$ cat config.mk
export PLATFORM = sky130hd
export DESIGN_NAME = multi_led_blink_pulse_engine_top
export DESIGN_NICKNAME = d
export VERILOG_FILES = /design/src/mlbp_pkg.sv /design/src/mlbp_state_ram.sv /design/src/multi_led_blink_pulse_engine_top.sv
export SDC_FILE = /design/constraint.sdc
export NUM_CORES = 1
export LEC_CHECK = 0
export BUFFER_PORTS_ARGS = -buffer_cell sky130_fd_sc_hd__clkbuf_2
export CORE_MARGIN = 1.5
export CORE_UTILIZATION = 60
export CTS_BUF_LIST = sky130_fd_sc_hd__clkbuf_4
export DETAILED_ROUTE_END_ITERATION = 12
export GPL_ROUTABILITY_DRIVEN = 0
export GPL_TIMING_DRIVEN = 1
export PLACE_DENSITY = 0.82
export SLEW_MARGIN = 40
export SYNTH_ARGS = -nofsm -noshare
export SYNTH_HDL_FRONTEND = slang
export SYNTH_SLANG_ARGS = --single-unit
$ cat constraint.sdc
create_clock -name clk -period 12 [get_ports clk]
set_clock_uncertainty 0.2 [all_clocks]
set_input_delay 2.4 -clock clk [delete_from_list [all_inputs] [get_ports clk]]
set_output_delay 2.4 -clock clk [all_outputs]
set_load 0.02 [all_outputs]
$ cat src/mlbp_pkg.sv
// Shared types and constants of the multi-LED blink and pulse engine.
// Used by mlbp_state_ram and multi_led_blink_pulse_engine_top; no dependencies.
`timescale 1ns / 1ps
`default_nettype none

package mlbp_pkg;

  // Default LED count handed to the top level.
  localparam int NUM_LEDS_DEF = 8;

  localparam int TIME_W  = 16;
  localparam int CYCLE_W = 8;

  typedef enum logic [2:0] {
    ACT_TICK   = 3'd0,
    ACT_ON     = 3'd1,
    ACT_OFF    = 3'd2,
    ACT_TOGGLE = 3'd3,
    ACT_BLINK  = 3'd4,
    ACT_SHORT  = 3'd5,
    ACT_LONG   = 3'd6,
    ACT_NONE   = 3'd7
  } action_t;

  typedef enum logic [2:0] {
    PH_IDLE      = 3'd0,
    PH_BLINK_ON  = 3'd1,
    PH_BLINK_OFF = 3'd2,
    PH_SHORT_ON  = 3'd3,
    PH_SHORT_OFF = 3'd4,
    PH_LONG_ON   = 3'd5,
    PH_LONG_OFF  = 3'd6,
    PH_DONE      = 3'd7
  } phase_t;

  typedef enum logic [2:0] {
    CFG_SHORT_ON   = 3'd0,
    CFG_SHORT_OFF  = 3'd1,
    CFG_LONG_ON    = 3'd2,
    CFG_LONG_OFF   = 3'd3,
    CFG_BLINK_ON   = 3'd4,
    CFG_BLINK_OFF  = 3'd5,
    CFG_CYCLES     = 3'd6,
    CFG_UNUSED     = 3'd7
  } cfg_index_t;

  typedef enum logic [1:0] {
    S_IDLE,
    S_TICK,
    S_DONE
  } seq_state_t;

  // One LED's pattern state as kept in the state memory.
  typedef struct packed {
    phase_t               phase;
    logic [TIME_W-1:0]    timer;
    logic [CYCLE_W-1:0]   cycles;
    logic                 restart;
  } entry_t;

  localparam entry_t ENTRY_RESET = '{phase: PH_IDLE, timer: '0, cycles: '0, restart: 1'b0};

  localparam logic [TIME_W-1:0]  RST_SHORT_ON  = 16'd100;
  localparam logic [TIME_W-1:0]  RST_SHORT_OFF = 16'd900;
  localparam logic [TIME_W-1:0]  RST_LONG_ON   = 16'd500;
  localparam logic [TIME_W-1:0]  RST_LONG_OFF  = 16'd500;
  localparam logic [TIME_W-1:0]  RST_BLINK_ON  = 16'd250;
  localparam logic [TIME_W-1:0]  RST_BLINK_OFF = 16'd250;
  localparam logic [CYCLE_W-1:0] RST_CYCLES    = 8'd3;

endpackage

`default_nettype wire

$ cat src/mlbp_state_ram.sv
// Per-LED pattern state memory: one write port, one registered read port.
// Depends on mlbp_pkg for entry_t and the reset entry value.
`timescale 1ns / 1ps
`default_nettype none

module mlbp_state_ram #(
  parameter int NUM_LEDS = mlbp_pkg::NUM_LEDS_DEF,
  parameter int IDX_W    = (NUM_LEDS > 1) ? $clog2(NUM_LEDS) : 1
) (
  input  wire logic                clk,
  input  wire logic                rst,
  input  wire logic                rd_en,
  input  wire logic [IDX_W-1:0]    rd_addr,
  output mlbp_pkg::entry_t         rd_entry,
  input  wire logic                wr_en,
  input  wire logic [IDX_W-1:0]    wr_addr,
  input  wire mlbp_pkg::entry_t    wr_entry
);

  mlbp_pkg::entry_t mem [NUM_LEDS];
  mlbp_pkg::entry_t rd_q;
  logic [NUM_LEDS-1:0] written;
  logic                rd_written;

  // Storage itself has no reset; an entry never written reads as the reset entry.
  always_ff @(posedge clk) begin
    if (wr_en) begin
      mem[wr_addr] <= wr_entry;
    end
    if (rd_en) begin
      rd_q <= mem[rd_addr];
    end
  end

  always_ff @(posedge clk) begin
    if (rst) begin
      written    <= '0;
      rd_written <= 1'b0;
    end else begin
      if (wr_en) begin
        written[wr_addr] <= 1'b1;
      end
      if (rd_en) begin
        rd_written <= written[rd_addr];
      end
    end
  end

  assign rd_entry = rd_written ? rd_q : mlbp_pkg::ENTRY_RESET;

endmodule

`default_nettype wire

$ cat src/multi_led_blink_pulse_engine_top.sv
// Multi-LED blink and pulse pattern engine, top level.
// Result path: a command's result beat passes through the S_DONE state, which holds
// while an earlier beat waits, and then the result register; a tick first sweeps every LED.
// Flow: one item at a time; a tick occupies the block for its whole sweep, because
// the sweep reads one LED per cycle from the single state memory read port.
// Reset (synchronous, active high) restores the register defaults, darkens every LED
// and marks every state memory entry as idle.
`timescale 1ns / 1ps
`default_nettype none

module multi_led_blink_pulse_engine_top #(
  parameter int NUM_LEDS = mlbp_pkg::NUM_LEDS_DEF
) (
  input  wire logic        clk,
  input  wire logic        rst,
  // Command and tick channel.
  input  wire logic        in_valid,
  output logic             in_ready,
  input  wire logic [2:0]  action,
  input  wire logic [2:0]  led_select,
  input  wire logic        auto_restart,
  // Result channel.
  output logic             out_valid,
  input  wire logic        out_ready,
  output logic [7:0]       led_bits,
  output logic [7:0]       done_bits,
  // Register write channel.
  input  wire logic        cfg_valid,
  output logic             cfg_ready,
  input  wire logic [2:0]  cfg_index,
  input  wire logic [15:0] cfg_data
);

  localparam int IDX_W = (NUM_LEDS > 1) ? $clog2(NUM_LEDS) : 1;
  localparam int CNT_W = $clog2(NUM_LEDS + 1);
  localparam logic [CNT_W-1:0] CNT_END  = CNT_W'(NUM_LEDS);
  localparam logic [IDX_W-1:0] IDX_LAST = IDX_W'(NUM_LEDS - 1);

  // ---------------------------------------------------------------------------
  // Configuration registers. Writes are always taken. The host is to write only while
  // the engine is idle so no item sees a register change midway; the block does not enforce it.
  // ---------------------------------------------------------------------------
  logic [15:0] short_on_ms, short_off_ms, long_on_ms, long_off_ms;
  logic [15:0] blink_on_ms, blink_off_ms;
  logic [7:0]  pattern_cycles;

  assign cfg_ready = 1'b1;

  always_ff @(posedge clk) begin
    if (rst) begin
      short_on_ms    <= mlbp_pkg::RST_SHORT_ON;
      short_off_ms   <= mlbp_pkg::RST_SHORT_OFF;
      long_on_ms     <= mlbp_pkg::RST_LONG_ON;
      long_off_ms    <= mlbp_pkg::RST_LONG_OFF;
      blink_on_ms    <= mlbp_pkg::RST_BLINK_ON;
      blink_off_ms   <= mlbp_pkg::RST_BLINK_OFF;
      pattern_cycles <= mlbp_pkg::RST_CYCLES;
    end else if (cfg_valid && cfg_ready) begin
      unique case (mlbp_pkg::cfg_index_t'(cfg_index))
        mlbp_pkg::CFG_SHORT_ON:  short_on_ms    <= cfg_data;
        mlbp_pkg::CFG_SHORT_OFF: short_off_ms   <= cfg_data;
        mlbp_pkg::CFG_LONG_ON:   long_on_ms     <= cfg_data;
        mlbp_pkg::CFG_LONG_OFF:  long_off_ms    <= cfg_data;
        mlbp_pkg::CFG_BLINK_ON:  blink_on_ms    <= cfg_data;
        mlbp_pkg::CFG_BLINK_OFF: blink_off_ms   <= cfg_data;
        mlbp_pkg::CFG_CYCLES:    pattern_cycles <= cfg_data[7:0];
        default: ;
      endcase
    end
  end

  // ---------------------------------------------------------------------------
  // Sequencer. A command is applied in the cycle it is accepted. A tick sweeps
  // the state memory: the read of LED i+1 overlaps the write-back of LED i, so
  // the two ports never touch the same entry in one cycle and no forwarding
  // is needed. The result beat is built from the drive and done flops once
  // the item's last update has landed.
  // ---------------------------------------------------------------------------
  mlbp_pkg::seq_state_t state, state_next;
  logic [CNT_W-1:0] rd_cnt, rd_cnt_next;
  logic             wb_valid;
  logic [IDX_W-1:0] wb_idx;

  logic             in_fire;
  logic             rd_en;
  logic [IDX_W-1:0] rd_addr;
  logic             load_out;

  mlbp_pkg::action_t act;
  logic [IDX_W-1:0]  cmd_idx;
  logic              cmd_hit;

  assign in_fire = in_valid && in_ready;
  assign act     = mlbp_pkg::action_t'(action);
  assign cmd_idx = IDX_W'(led_select);
  // A command naming an LED at or beyond NUM_LEDS is dropped.
  assign cmd_hit = ({29'd0, led_select} < 32'(NUM_LEDS));
  assign rd_addr = rd_cnt[IDX_W-1:0];

  always_ff @(posedge clk) begin
    if (rst) begin
      state    <= mlbp_pkg::S_IDLE;
      rd_cnt   <= '0;
      wb_valid <= 1'b0;
    end else begin
      state    <= state_next;
      rd_cnt   <= rd_cnt_next;
      wb_valid <= rd_en;
    end
  end

  always_ff @(posedge clk) begin
    if (rd_en) begin
      wb_idx <= rd_addr;
    end
  end

  always_comb begin
    state_next  = state;
    rd_cnt_next = rd_cnt;
    in_ready    = 1'b0;
    rd_en       = 1'b0;
    load_out    = 1'b0;
    unique case (state)
      mlbp_pkg::S_IDLE: begin
        in_ready = 1'b1;
        if (in_valid) begin
          rd_cnt_next = '0;
          state_next  = (act == mlbp_pkg::ACT_TICK) ? mlbp_pkg::S_TICK : mlbp_pkg::S_DONE;
        end
      end
      mlbp_pkg::S_TICK: begin
        if (rd_cnt != CNT_END) begin
          rd_en       = 1'b1;
          rd_cnt_next = rd_cnt + 1'b1;
        end
        if (wb_valid && (wb_idx == IDX_LAST)) begin
          state_next = mlbp_pkg::S_DONE;
        end
      end
      mlbp_pkg::S_DONE: begin
        // Hold here while the previous result beat still waits downstream.
        if (!out_valid || out_ready) begin
          load_out   = 1'b1;
          state_next = mlbp_pkg::S_IDLE;
        end
      end
      default: state_next = mlbp_pkg::S_IDLE;
    endcase
  end

  // ---------------------------------------------------------------------------
  // Pattern state memory.
  // ---------------------------------------------------------------------------
  mlbp_pkg::entry_t rd_entry, wr_entry, start_entry, wb_entry;
  logic             wr_en;
  logic [IDX_W-1:0] wr_addr;
  logic             cmd_start;

  mlbp_state_ram #(
    .NUM_LEDS (NUM_LEDS),
    .IDX_W    (IDX_W)
  ) u_state_ram (
    .clk      (clk),
    .rst      (rst),
    .rd_en    (rd_en),
    .rd_addr  (rd_addr),
    .rd_entry (rd_entry),
    .wr_en    (wr_en),
    .wr_addr  (wr_addr),
    .wr_entry (wr_entry)
  );

  // Starting a pattern loads the on phase, its time and a fresh cycle count.
  always_comb begin
    start_entry         = mlbp_pkg::ENTRY_RESET;
    start_entry.cycles  = pattern_cycles;
    start_entry.restart = auto_restart;
    cmd_start           = 1'b0;
    case (act)
      mlbp_pkg::ACT_BLINK: begin
        cmd_start         = 1'b1;
        start_entry.phase = mlbp_pkg::PH_BLINK_ON;
        start_entry.timer = blink_on_ms;
      end
      mlbp_pkg::ACT_SHORT: begin
        cmd_start         = 1'b1;
        start_entry.phase = mlbp_pkg::PH_SHORT_ON;
        start_entry.timer = short_on_ms;
      end
      mlbp_pkg::ACT_LONG: begin
        cmd_start         = 1'b1;
        start_entry.phase = mlbp_pkg::PH_LONG_ON;
        start_entry.timer = long_on_ms;
      end
      default: ;
    endcase
  end

  // ---------------------------------------------------------------------------
  // Tick update of one LED: count the timer down, and when it reaches zero in
  // a pattern phase, move to the other phase. Leaving an off phase without
  // auto-restart uses up one cycle; the last one ends the pattern dark.
  // ---------------------------------------------------------------------------
  logic [NUM_LEDS-1:0] drive, done;
  logic [15:0]         timer_dec;
  logic [15:0]         on_time, off_time;
  mlbp_pkg::phase_t    on_phase, off_phase;
  logic                go_on, go_off;
  logic [7:0]          cycles_dec;
  logic                wb_drive, wb_drive_set, wb_done_set;

  always_comb begin
    timer_dec    = rd_entry.timer - {15'd0, (rd_entry.timer != 16'd0)};
    wb_entry     = rd_entry;
    wb_entry.timer = timer_dec;
    cycles_dec   = rd_entry.cycles - 8'd1;
    go_on        = 1'b0;
    go_off       = 1'b0;
    on_time      = blink_on_ms;
    off_time     = blink_off_ms;
    on_phase     = mlbp_pkg::PH_BLINK_ON;
    off_phase    = mlbp_pkg::PH_BLINK_OFF;
    wb_drive     = 1'b0;
    wb_drive_set = 1'b0;
    wb_done_set  = 1'b0;

    case (rd_entry.phase)
      mlbp_pkg::PH_SHORT_ON, mlbp_pkg::PH_SHORT_OFF: begin
        on_time   = short_on_ms;
        off_time  = short_off_ms;
        on_phase  = mlbp_pkg::PH_SHORT_ON;
        off_phase = mlbp_pkg::PH_SHORT_OFF;
      end
      mlbp_pkg::PH_LONG_ON, mlbp_pkg::PH_LONG_OFF: begin
        on_time   = long_on_ms;
        off_time  = long_off_ms;
        on_phase  = mlbp_pkg::PH_LONG_ON;
        off_phase = mlbp_pkg::PH_LONG_OFF;
      end
      default: ;
    endcase

    if (timer_dec == 16'd0) begin
      case (rd_entry.phase)
        mlbp_pkg::PH_BLINK_ON, mlbp_pkg::PH_SHORT_ON, mlbp_pkg::PH_LONG_ON:
          go_off = 1'b1;
        mlbp_pkg::PH_BLINK_OFF, mlbp_pkg::PH_SHORT_OFF, mlbp_pkg::PH_LONG_OFF:
          go_on = 1'b1;
        default: ;
      endcase
    end

    if (go_off) begin
      wb_drive_set   = 1'b1;
      wb_drive       = 1'b0;
      wb_entry.timer = off_time;
      wb_entry.phase = off_phase;
    end else if (go_on) begin
      wb_drive_set = 1'b1;
      if (!rd_entry.restart) begin
        wb_entry.cycles = cycles_dec;
      end
      if (!rd_entry.restart && (cycles_dec == 8'd0)) begin
        wb_drive       = 1'b0;
        wb_entry.phase = mlbp_pkg::PH_DONE;
        wb_done_set    = 1'b1;
      end else begin
        wb_drive       = 1'b1;
        wb_entry.timer = on_time;
        wb_entry.phase = on_phase;
      end
    end
  end

  // The write port serves pattern starts while idle and write-back during a sweep.
  always_comb begin
    if (state == mlbp_pkg::S_TICK) begin
      wr_en    = wb_valid;
      wr_addr  = wb_idx;
      wr_entry = wb_entry;
    end else begin
      wr_en    = in_fire && cmd_hit && cmd_start;
      wr_addr  = cmd_idx;
      wr_entry = start_entry;
    end
  end

  // Drive levels and done flags live in flops so a result beat can read all
  // LEDs at once.
  always_ff @(posedge clk) begin
    if (rst) begin
      drive <= '0;
      done  <= '0;
    end else if (in_fire && (act != mlbp_pkg::ACT_TICK) && cmd_hit) begin
      case (act)
        mlbp_pkg::ACT_ON:     drive[cmd_idx] <= 1'b1;
        mlbp_pkg::ACT_OFF:    drive[cmd_idx] <= 1'b0;
        mlbp_pkg::ACT_TOGGLE: drive[cmd_idx] <= ~drive[cmd_idx];
        mlbp_pkg::ACT_BLINK, mlbp_pkg::ACT_SHORT, mlbp_pkg::ACT_LONG: begin
          drive[cmd_idx] <= 1'b1;
          done[cmd_idx]  <= 1'b0;
        end
        default: ;
      endcase
    end else if ((state == mlbp_pkg::S_TICK) && wb_valid) begin
      if (wb_drive_set) begin
        drive[wb_idx] <= wb_drive;
      end
      if (wb_done_set) begin
        done[wb_idx] <= 1'b1;
      end
    end
  end

  // ---------------------------------------------------------------------------
  // Result register. LEDs past the eighth are not reported; with fewer than
  // eight LEDs the upper bits read zero.
  // ---------------------------------------------------------------------------
  logic [NUM_LEDS+7:0] drive_pad, done_pad;

  assign drive_pad = {8'd0, drive};
  assign done_pad  = {8'd0, done};

  always_ff @(posedge clk) begin
    if (rst) begin
      out_valid <= 1'b0;
    end else if (load_out) begin
      out_valid <= 1'b1;
    end else if (out_ready) begin
      out_valid <= 1'b0;
    end
  end

  always_ff @(posedge clk) begin
    if (load_out) begin
      led_bits  <= drive_pad[7:0];
      done_bits <= done_pad[7:0];
    end
  end

  // ---------------------------------------------------------------------------
  // Assertions.
  // ---------------------------------------------------------------------------
  // The sweep never reads the entry that is being written back.
  a_no_rw_collision: assert property (@(posedge clk) disable iff (rst)
    (rd_en && wb_valid) |-> (rd_addr != wb_idx))
    else $error("state memory read and write-back hit the same entry");

  // An accepted tick always starts a sweep.
  a_tick_sweeps: assert property (@(posedge clk) disable iff (rst)
    (in_fire && (act == mlbp_pkg::ACT_TICK)) |=> (state == mlbp_pkg::S_TICK))
    else $error("tick accepted without starting a sweep");

  // Write-back happens only inside a sweep.
  a_wb_in_sweep: assert property (@(posedge clk) disable iff (rst)
    wb_valid |-> (state == mlbp_pkg::S_TICK))
    else $error("write-back outside of a sweep");

  // The read counter never runs past the LED count.
  a_cnt_range: assert property (@(posedge clk) disable iff (rst)
    rd_cnt <= CNT_END)
    else $error("sweep counter out of range");

  // A result beat is only loaded into a free or draining output register.
  a_no_overwrite: assert property (@(posedge clk) disable iff (rst)
    load_out |-> (!out_valid || out_ready))
    else $error("result beat overwritten before it was taken");

endmodule

`default_nettype wire
* Yosys cells after proc, flatten, opt, wreduce, memory -nomap -nowiden
Memories as Yosys holds them, arrays and structs flattened. A register that Yosys moved wholly into a read port is not among the register bits. Index checks and enable logic that the tools add are counted. W data, S select, Z words.
Storage, ports and cells: bits of input ports 31, output and inout port bits 19, RAM bits 224, word-level logic and storage cells 170, register bits after elaboration 156, memories 1
Memories:
- u_state_ram.mem | words 8, width 28, rd ports 1, clocked after Yosys merged registers in 1, wr ports 1, line mlbp_state_ram.sv:20 | mlbp_pkg::entry_t mem [NUM_LEDS];
Cells by class: bitwise operators 7, muxes and demuxes 65, $lt $le $gt $ge 7, reduce and logical (&&, ||, !) cells 41, $add $sub $neg 3, equality and inequality tests 28
Operators with widths (number):
- $mux W8 | 9
- $pmux W16 S2 | 2
- $pmux W19 S3 | 1
- $mux W28 | 2
- $eq A3 B3 Y1 const B | 10
- $mux W1 | 28
- $mux W27 | 1
- $or A8 B8 Y8 | 3
- $pmux W8 S3 | 1
- $mux W19 | 1
- $eq A3 B2 Y1 const B | 6
- $and A8 B8 Y8 | 2
- $bwmux W8 | 2
- $logic_not A16 Y1 | 1
- $lt A3 B4 Y1 const B | 4
- $mux W16 | 1
- $reduce_bool A16 Y1 | 1
- $sub A16 B1 Y16 | 1
- $reduce_and A2 Y1 | 7
- $pmux W3 S2 | 2
- $reduce_and A3 Y1 | 4
- $ne A2 B2 Y1 const B | 5
- $reduce_bool A2 Y1 | 5
- $demux W1 S3 | 3
- 26 further kinds | 49

* Logic depth before layout (Yosys ltp)
depth in word-level cells 11, mapped depth 19, mapped depth without buffers 13

* By module
A second synthesis with hierarchy kept.
Second synthesis, totals: cell total of the unflattened synthesis 1529, area total of the unflattened synthesis 18272.5 sq um
Modules (own cells, without submodules):
- mlbp_state_ram | cells an instance 423, sequential area each 7747.4 sq um, area each 9884.5 sq um, times used 1
- multi_led_blink_pulse_engine_top | cells an instance 1106, sequential area each 3133.0 sq um, area each 8388.0 sq um, times used 1

* Worst setup path before layout
No wires, ideal clock.
path type in2reg, start input action[2], end memory u_state_ram.mem[0][0] (netlist bit) (enable), path slack 7.004 ns, buffers on the path 1, required time 11.386 ns, library setup time 0.414 ns, arrival 4.381 ns, stages on the path 5, cell sequence clkbuf_1 -> and3_1 -> nand2_1 -> o21a_1 -> nor2_1
Between the ends: word-level cells in the longest chain between the ends 7, elaborated cells between the ends (all ways) 9, classes of those cells eq/ne (3); mux (4); reduce/logical (2)
RTL lines:
- start, declared | line multi_led_blink_pulse_engine_top.sv:19 | input wire logic [2:0] action,
- $eq A3 B3 Y1 | line multi_led_blink_pulse_engine_top.sv:180 | case (act)
- $reduce_or A3 Y1 (no source line) (*)
- $mux W1 (*) | line multi_led_blink_pulse_engine_top.sv:180
- $logic_and A1 B1 Y1 (*) | line multi_led_blink_pulse_engine_top.sv:283 | wr_en = in_fire && cmd_hit && cmd_start;
- $mux W1 (*) | line multi_led_blink_pulse_engine_top.sv:278 | if (state == mlbp_pkg::S_TICK) begin
- $mux W1 (*) | line mlbp_state_ram.sv:27 | if (wr_en) begin
- $mux W1 (not written as such) (*) | line mlbp_state_ram.sv:28 | mem[wr_addr] <= wr_entry;
- end, declared | line mlbp_state_ram.sv:20
Mark *: on every way between the ends. The rest lies on a longest branch, timed or not.

==> impl_metrics.json <==
{
  "die_h_um": 176,
  "p_per_area_nw_per_um2": 143,
  "final_util_pct": 68.3,
  "synth_flop_cell": "edfxtp_1",
  "cts_buffers": 100,
  "cts_tree": "built",
  "grt_max_degree": 81,
  "synthCells": 1574,
  "worst_setup_path_start_kind": "flip-flop",
  "endpoint_kind": "flip-flop",
  "total_leakage_power_nw": 7.05,
  "grt_setup_unrepaired": "no",
  "critPathMaxFanout": 57,
  "multiInputGateArea_sq_um": 6760,
  "dp_hpwl_mm": 31.3,
  "synth_compound_area_share_pct": 11.5,
  "area_delta_synth_final_pct": 12.3,
  "grt_pass1_vias": 13300,
  "syn_area_per_cell_sq_um": 11.4,
  "crit_chain": "buf_4 -> inv_1 -> a31oi_1 -> ha_1 -> ha_1 -> a31oi_1 -> a2111o_1 -> or3_4 -> nor4_4 -> nand4b_1 -> or3_1 -> a31oi_1",
  "hold_viol": 0,
  "slowest_delay_ns": 0.69,
  "viasPerCell": 6.49,
  "fillers": 2116,
  "critical_path_class": "reg -> reg",
  "period_share_pct": 52.1,
  "cts_setup_buffers": 0,
  "post_dp_cell_area_sq_um": 18800,
  "maxCapViolCount": 0,
  "setup_viol_count_final": 0,
  "antenna_found_initial": 2,
  "wl_mm": 49.3,
  "route.detailed.drc": 0,
  "finalMaxSlewViolations": 0,
  "muxShareOfSynthArea_pct": 8.89,
  "synth.top_cell.area_share_pct": 45.2,
  "placementRows": 63,
  "clock-sinks": 408,
  "synthesis.area_sq_um": 18000,
  "layout-drive-gt1-share_pct": 20.4,
  "core_area_sq_um": 29600,
  "async_reset_ff_share_pct": 0,
  "synth_area_leaders": "edfxtp_1 45%, dfxtp_1 15%, nand2_1 7.7%",
  "timing.hold.ws_ns": 0.206,
  "clock_latency_ns": 0.77,
  "finalInstanceArea_sq_um": 20200,
  "htreeDepth": 3,
  "dr_total_vias": 13800,
  "seqCellArea_sq_um": 10900,
  "synthXorXnorAreaFrac_pct": 0.292,
  "port-buffer-count": 48,
  "synth-simple-area-share_pct": 15.6,
  "fmax_mhz": 160,
  "syn_nets": 1611,
  "layout_commonest_cell": "nand2_1",
  "ant_nets": 0,
  "cts_hold_buffers": 0,
  "slew_headroom_pct": 37.6,
  "slowest_stage": "nor4_4",
  "yosys.cell_types.count": 76,
  "clockBufferDepth": 3,
  "yosys_warnings": 0,
  "grt_pass1_wl_mm": 75.0,
  "die_area_sq_um": 31100,
  "ioPinCount": 50,
  "synth_edf_count": 271,
  "first_iter_violations": 1991,
  "clkTransAtPathRegs_ns": 0.07,
  "die_w_um": 176,
  "track_usage_pct": 32.1,
  "crit_top_cell": "a31oi_1",
  "setup_tns_ns": 0,
  "worst_slew_pin_slew_ns": 0.933,
  "outcome": "finished, final reports clean",
  "crit_arrival_ns": 6.48,
  "fin_nets": 1688,
  "yosysSeqAreaShare_pct": 60.4,
  "hold_path.class": "reg -> reg",
  "required_ns": 12.22,
  "layout_common_cells": "372 x nand2_1, 271 x edfxtp_1, 159 x clkbuf_4",
  "ir_worst_vdd_mv": 0.0767,
  "start_util_pct": 60.8,
  "synth_top_family_by_area": "simple AND/OR/NAND/NOR gates",
  "synth.ff_latch_count": 408,
  "routedWlPerCell_um": 23.2,
  "yosysTopAreaCell": "edfxtp_1",
  "min_period_ns": 6.26,
  "post_cts_resized": 0,
  "cts-root-buf": "clkbuf_4",
  "drtPass1Iterations": 6,
  "synth_adder_area_share_pct": 0.417,
  "gr-total-overflow": 0
}
cell families after synthesis:
| kind of cell | after synthesis |
|---|---|
| AO/OA/AOI/OAI | 311 |
| XOR/XNOR | 6 |
| adder cells (fa/ha/maj) | 6 |
| buffers and inverters | 129 |
| flip-flops | 408 |
| multiplexers | 85 |
| other | 1 |
| AND/OR/NAND/NOR | 628 |
sequential cells by signal, indices dropped and copies added (netlist names), 8 cells and up:
signal               cells
blink_on_ms             16
long_off_ms             16
drive                    8
long_on_ms              16
blink_off_ms            16
done_bits                8
done                     8
u_state_ram.rd_q        28
short_on_ms             16
u_state_ram.written      8
u_state_ram.mem        224
pattern_cycles           8
led_bits                 8
short_off_ms            16
report_power, final:
part / total [W] / leakage, nW / switching, W / internal [W]
clock: 0.00117 / 0.795 / 0.000551 / 0.000623
sequential: 0.00153 / 3.62 / 0.0000166 / 0.00152
combinational: 0.000179 / 2.63 / 0.000123 / 0.0000554
total: 0.00289 / 7.05 / 0.000690 / 0.00220
critical path, delay by kind of cell, from the launching register on:
family / cells / cell delay [ns]
AOI/OAI and AO/OA: 4 / 1.39
adders and majority gates: 2 / 1.01
buffers and inverters: 2 / 0.91
DFF: 1 / 0.32
and+or+nand+nor: 4 / 2.12
layout make-up:
cell class	count	area share, %
Antenna cell	2	0.0247
Clock buffer	159	5.90
Clock inverter	28	0.723
Inverter	21	0.390
Multi-Input combinational cell	1037	33.4
Sequential cell	408	53.8
Tap cell	390	2.41
Timing Repair Buffer	83	3.35
through the flow:
stage | setup slack (ns) | std cells | total power [W]
final | 5.74 | 2128 | 0.00289
after global routing | 5.38 | 2127 | 0.00298
after CTS | 5.78 | 2126 | 0.00289
after detailed placement | 5.82 | 1939 | 0.00174
after global placement | 6.12 | 1928 | 0.00173
after floorplan | 7.00 | 1574 | 0.00167
final timing paths:
| kind | startpoint | endpoint | slack, ns | cells after the start |
|---|---|---|---|---|
| setup reg to reg | u_state_ram.rd_written | u_state_ram.mem[3][3] | 5.74 | 12 |
| hold / removal | done[3] | done_bits[3] | 0.21 | 0 |
| hold reg to reg | done[3] | done_bits[3] | 0.21 | 0 |
| setup / recovery | u_state_ram.rd_written | u_state_ram.mem[3][3] | 5.74 | 12 |
synth_stat cells (all sizes together) (4+ instances only):
cell    instances
nand2         372
edfxtp        271
dfxtp         137
a21oi         125
clkbuf         85
nor2           83
mux4           60
nand3          49
a211oi         26
o21ai          26
a22o           24
mux2i          24
buf            23
nor3           22
inv            21
a31oi          17
and3           16
nor2b          14
o211ai         14
nor4           13
a22oi          10
nand2b         10
or3            10
nand4           9
a211o           8
o31ai           7
o32ai           7
a311oi          6
a41oi           6
ha              6
or4             6
nor3b           5
o211a           5
a31o            4
and2            4
xnor2           4
per-layer routing:
layer | routed length [um] | GRT usage [%]
met5 | 9 | 0
met4 | 2140 | 15.0
met3 | 5540 | 7.92
met2 | 23900 | 53.1
met1 | 17700 | 40.1
(Power assumes the default switching activity.)
